### src/design/lruk_ram.sv
// Generic simple dual-port RAM with registered read data.
`timescale 1ns / 1ps
module lruk_ram #(
  parameter int WIDTH = 8,
  parameter int DEPTH = 16
) (
  input  logic                     clk_i,
  input  logic                     we_i,
  input  logic [$clog2(DEPTH)-1:0] waddr_i,
  input  logic [WIDTH-1:0]         wdata_i,
  input  logic [$clog2(DEPTH)-1:0] raddr_i,
  output logic [WIDTH-1:0]         rdata_o
);

  logic [WIDTH-1:0] mem_q [DEPTH];
  logic [WIDTH-1:0] rdata_q;

  always_ff @(posedge clk_i) begin
    if (we_i) begin
      mem_q[waddr_i] <= wdata_i;
    end
    rdata_q <= mem_q[raddr_i];
  end

  assign rdata_o = rdata_q;

endmodule

### config.mk
export PLATFORM = sky130hd
export DESIGN_NAME = lruk_ram
export DESIGN_NICKNAME = d
export VERILOG_FILES = /design/src/design/lruk_ram.sv
export SDC_FILE = /design/constraint.sdc
export NUM_CORES = 1
export LEC_CHECK = 0
export BUFFER_PORTS_ARGS = -buffer_cell sky130_fd_sc_hd__buf_2
export CORE_MARGIN = 2
export CORE_UTILIZATION = 50
export DETAILED_ROUTE_END_ITERATION = 10
export HOLD_SLACK_MARGIN = 0.08
export PLACE_DENSITY = 0.77
export SYNTH_ARGS = -nofsm -noshare
export SYNTH_HDL_FRONTEND = slang
export SYNTH_SLANG_ARGS = --single-unit
### constraint.sdc
create_clock -name clk_i -period 2.25 [get_ports clk_i]
set_input_delay 0.3375 -clock clk_i [delete_from_list [all_inputs] [get_ports clk_i]]
set_output_delay 0.3375 -clock clk_i [all_outputs]
set_load 0.02 [all_outputs]
==> metrics.cfg, run 1 <==
[run_status]
status=finished clean

[synthesis]
synth_top_area_share=0.7467
ys_types=19
syn_inst=229
syn_area_per_cell_um2=22.48
synth_flop_cell=edfxtp_1
syn-num-nets=247
synthesis.area_mm2=0.005147
yosysWarnings=0
netlist_top_cells_count=edfxtp_1, mux4_2, a22oi_1
async_flop_share=0
yosysTopAreaCell=edfxtp_1
synthTopCellsByArea=edfxtp_1, mux4_2, mux4_1
synth_edf_count=128
synth_most_common_cell=edfxtp_1
ys_ff_latch=136
ys_seq_area_frac=0.7778

[power]
peakVddDrop_mv=0.4952
p_sw_mw=1.216
fin_total_pwr_mw=5.771
pwr-share-comb=0.048
clockPowerShare=0.458
power_frac_seq=0.494
p_leak_nw=2.085
internal_power_mw=4.555
powerDensity_mw_per_mm2=945.6
p_sw_frac=0.2108

[sta]
timing_hold_violations_final=0
period_minus_slack_ps=1418
fin_crit_sh=0.6300
final-max-slew-violation-count=0
finalSetupTns_ps=0
worstMarginPinSlew_ps=776.4
skew_ps=5.975
rsz0062_at_grt=no
fmax_ghz=0.7054
maxSlewHeadroom=0.4805
whs_ps=203.6
finalSetupViolCount=0

[routing]
vias=2482
first_pass_iters=5
drt-wirelength-per-cell_um=23.32
ant_nets=0
drtIter0Drc=287
route.detailed.drc=0
viasPerCell=5.732
wl_um=10100

[worst_setup_path]
critPathSlowestCell=dfxtp_1
rr_worst_depth=3
critPathLaunchType=register
setup.worst_path.start=rdata_o[5]$_DFF_P_
critPathMaxFanout=1
max_stage_delay_ps=380
crit_chain=buf_2
critPathBufInv=1
critPathRequiredTime_ps=1910
cp.depth=1
cp-end-kind=output port
timing.rr.start=mem_q[3][6]$_DFFE_PP_
critical_path.top_delay_family=flip-flops
critical_path_class=register to output port
worstPathArrival_ps=1080

[cts]
worstSkewPairLatency_ps=510
cts.sinks=136
numCtsBuffers=17
path_clk_slew_ps=60
root_buffer=clkbuf_8
cts_hold_buffers=0
tritoncts=built
post-cts-setup-buffer-count=0
cts_buffer_depth=2
post_cts_resize_count=0
htreeDepth=4

[cells_and_area]
num_antenna_cells=0
multiInputGateArea_mm2=0.001057
ff_latch_area_mm2=0.004004
area_growth_pct=18.57
drive_gt1_frac=0.3266
fill_cells=678
fin_cells=433
nNetsFinal=302
design_area_mm2=0.006103

[die]
die-area_mm2=0.01112
core_area_mm2=0.01014
fp.dieW_um=105.5
fp-row-count=37
initial_core_util=0.5077
die_height_um=105.5
ios=26

[hold_path]
min-delay-start=wdata_i[1]
holdPathStages=1
hold_path.class=input port to register

[placement]
place_congestion=0.7436
place_inst=401
place_area_mm2=0.005527
portBuffers=25
dp_hpwl_um=6190

[global_route]
track_usage=0.2016
grt_max_degree=33
grt_pass1_vias=2595
grt_pass1_wl_um=15480
antenna_found_initial=0
grt-ovfl-total=0

[flow_run]
maxCapViolations=0

[final timing paths]
check | end | slack (ps)
max | rdata_o[5] | 830
min reg2reg | rdata_o[3]$_DFF_P_ | 680
max reg2reg | rdata_o[6]$_DFF_P_ | 900
min | mem_q[15][1]$_DFFE_PP_ | 200
[cells by family (layout without fill, tap and decap cells)]
| logic type | count (synthesis) | after routing | synth area share |
|---|---|---|---|
| flops | 136 | 136 | 0.7778 |
| simple gates | 35 | 35 | 0.03184 |
| mux | 32 | 32 | 0.1502 |
| compound gates | 16 | 16 | 0.02334 |
| buf+inv | 10 | 78 | 0.01677 |
[cell type report]
cell class | instances | area share
clock inverter | 14 | 0.02440
clock buffer | 18 | 0.07011
sequential | 136 | 0.6560
timing repair buffer | 46 | 0.04838
multi-input combinational | 83 | 0.1732
tap | 136 | 0.02788
[per-layer routing]
| metal | share of wire | global-route usage |
|---|---|---|
| met1 | 0.40 | 0.2695 |
| met2 | 0.50 | 0.3111 |
| met3 | 0.079 | 0.05875 |
| met4 | 0.014 | 0.08857 |
| met5 | 0 | 0 |
[layout by cell type (no fill, tap or decap), types with 2 or more instances in the layout]
master,count
a22oi_1,16
buf_2,25
buf_4,20
bufinv_16,2
clkbuf_16,16
clkbuf_8,2
clkinv_2,3
clkinv_4,2
clkinvlp_4,4
dfxtp_1,8
edfxtp_1,128
inv_6,3
mux4_1,14
mux4_2,18
nand2_1,9
nand2b_1,2
nand3b_1,2
nor2_1,13
nor3_1,4
[registers in the layout (all words and copies together) (netlist names)]
signal and count:
mem_q 128, rdata_o 8
[power groups by stage]
| stage | Clock [mW] | Sequential, mW | Combinational (mW) |
|---|---|---|---|
| 6_report | 2.65 | 2.85 | 0.274 |
| 5_1_grt | 2.79 | 2.85 | 0.298 |
| 4_1_cts | 2.67 | 2.85 | 0.277 |
| 3_5_place_dp | 0 | 2.90 | 0.274 |
| 3_3_place_gp | 0 | 2.90 | 0.268 |
| 2_1_floorplan | 0 | 2.92 | 0.144 |
[stage by stage]
stage                     setup WS, ps  utilization
after floorplan                  419.6            -
after global placement           380.2       0.5451
after detailed placement         387.4       0.5451
after CTS                        810.2       0.6020
after global routing             794.0       0.6020
final                            832.4       0.6020
(Power assumes the default switching activity.)
==> inputs of run 2 (changes only) <==
clock period = 1.4 ns   (was 2.25 ns; I/O delays follow)
==> run 2 against run 1 <==
First-iteration DRC count decreased by 49%. Cell count increased by 2.3%. Core utilization increased by 2.0 points. Sequential cell count unchanged. Critical path depth increased by 2. Clock-buffer cell count increased by 1. Critical endpoint is now rdata_o[5]$_DFF_P_.
==> metrics.cfg, run 2 (synthesized netlist as in run 1, its figures left out) <==
[die]
core_area_mm2=0.01014  ; unchanged
fp.dieW_um=105.5  ; unchanged
die_height_um=105.5  ; unchanged
ios=26  ; unchanged
die-area_mm2=0.01112  ; unchanged
initial_core_util=0.5077  ; unchanged
fp-row-count=37  ; unchanged

[routing]
drt-wirelength-per-cell_um=22.69  ; -2.7%
viasPerCell=5.648  ; -1.5%
ant_nets=0  ; unchanged
wl_um=10050  ; -0.45%
drtIter0Drc=146  ; -49%
vias=2502  ; +0.81%
first_pass_iters=4  ; -1
route.detailed.drc=0  ; unchanged

[cells_and_area]
final_cell_mix=edfxtp_1, buf_2, buf_4, mux4_2, clkbuf_16
fill_cells=684  ; +0.88%
num_antenna_cells=0  ; unchanged
drive_gt1_frac=0.3518  ; +0.02519
area_growth_pct=22.53
finish.utilization=0.6221  ; +0.02012
fin_cells=443  ; +2.3%
nNetsFinal=312  ; +3.3%
regMostFlops=mem_q
layout_commonest_cell=edfxtp_1
design_area_mm2=0.006307  ; +3.3%
largest_reg_flops=128  ; unchanged

[power]
power_frac_seq=0.471  ; -0.023
clockPowerShare=0.478  ; +0.020
internal_power_mw=7.723  ; +70%
fin_total_pwr_mw=9.710  ; +68%
pwr-share-comb=0.051  ; +0.003
p_sw_frac=0.2047  ; -0.006136
peakVddDrop_mv=0.8886  ; +79%
p_sw_mw=1.987  ; +63%
powerDensity_mw_per_mm2=1539  ; +63%
p_leak_nw=2.159  ; +3.6%

[sta]
finalSetupTns_ps=0  ; unchanged
fin_crit_sh=0.9763
maxSlewHeadroom=0.3593  ; -0.1212
skew_ps=8.776  ; +2.800 ps
worstMarginPinSlew_ps=957.5  ; +181.1 ps
worst_slack_ps=33.24  ; -799.2 ps
fmax_ghz=0.7317
rsz0062_at_grt=no
period_minus_slack_ps=1367
finalSetupViolCount=0  ; unchanged
timing_hold_violations_final=0  ; unchanged
whs_ps=94.81  ; -108.8 ps
final-max-slew-violation-count=0  ; unchanged

[placement]
place_inst=405  ; +1.0%
dpl_worst_slack_ps=-232.8  ; -620.3 ps
portBuffers=25  ; unchanged
dp_hpwl_um=6062  ; -2.1%
place_congestion=0.7590  ; +2.1%
place_area_mm2=0.005597  ; +1.3%

[worst_setup_path]
critPathMaxFanout=1  ; unchanged
worstPathArrival_ps=1770  ; +690 ps
critPathLaunchType=register
critPathRequiredTime_ps=1800  ; -110 ps
cp-end-kind=register
critPathBufInv=0  ; -1
critical_path.top_delay_family=multiplexers
rrSetupSlack_ps=30  ; -870 ps
crit_chain=mux4_1 -> a22oi_2 -> nand2_1
max_stage_delay_ps=520  ; +140 ps
critPathSlowestCell=mux4_1
critical_path_class=register to register

[cts]
post-cts-setup-buffer-count=0  ; unchanged
htreeDepth=4  ; unchanged
numCtsBuffers=17  ; unchanged
cts_buffer_depth=2  ; unchanged
path_clk_slew_ps=60  ; about the same
tritoncts=built
worstSkewPairLatency_ps=520  ; about the same
root_buffer=clkbuf_8
cts.sinks=136  ; unchanged

[global_route]
grt-ovfl-total=0  ; unchanged
grt_pass1_vias=2633  ; +1.5%
grt_pass1_wl_um=15570  ; +0.54%
grt_max_degree=24  ; -27%
track_usage=0.1990  ; -0.002594
antenna_found_initial=0  ; unchanged

[hold_path]
hold_path.class=input port to register

[flow_run]
maxCapViolations=0  ; unchanged

[run_status]
status=finished clean

run 2: changes by cell type in the layout (fill, tap and decap cells not counted), sizes merged:
cell         delta
dlygate4sd3     +6
buf             +4
bufinv          +2
clkinv          -2
clkbuf          +1
inv             -1
run 2: worst paths after layout:
kind,to,startpoint,cells past startpoint
min reg2reg,rdata_o[5]$_DFF_P_,mem_q[8][5]$_DFFE_PP_,3
min,mem_q[1][5]$_DFFE_PP_,wdata_i[5],1
max reg2reg,rdata_o[5]$_DFF_P_,mem_q[1][5]$_DFFE_PP_,3
max,rdata_o[5]$_DFF_P_,mem_q[1][5]$_DFFE_PP_,3
run 2: power groups by stage:
| stage | logic, mW | clock network (mW) | registers, mW |
|---|---|---|---|
| 6_report | 0.495 | 4.64 | 4.58 |
| 4_1_cts | 0.490 | 4.70 | 4.58 |
| 2_1_floorplan | 0.232 | 0 | 4.69 |
| 3_3_place_gp | 0.461 | 0 | 4.66 |
| 3_5_place_dp | 0.477 | 0 | 4.66 |
| 5_1_grt | 0.538 | 4.86 | 4.58 |
run 2: layout make-up:
cell class / instances / area (µm²) / share of cell area
flip-flops and latches: 136 / 4004 / 0.6348
multi-input cells: 83 / 1097 / 0.1740
repair buffers: 56 / 410.4 / 0.06507
well taps: 136 / 170.2 / 0.02698
clock buffers: 19 / 431.7 / 0.06844
clock inverters: 13 / 193.9 / 0.03075
run 2: repair_timing:
item / in CTS / in global routing
resized for setup: 0 / 5
hold buffers: 5 / 1
endpoints found under the hold margin: 77 / 6
setup endpoints to repair: 0 / 5
run 2: per-layer routing:
layer	GRT usage	vias to the layer above	wire length, µm
li1	-	1104	-
met1	0.2719	1289	4126
met2	0.3078	97	5028
met3	0.06432	12	779
met4	0.06286	0	119
met5	0	-	0
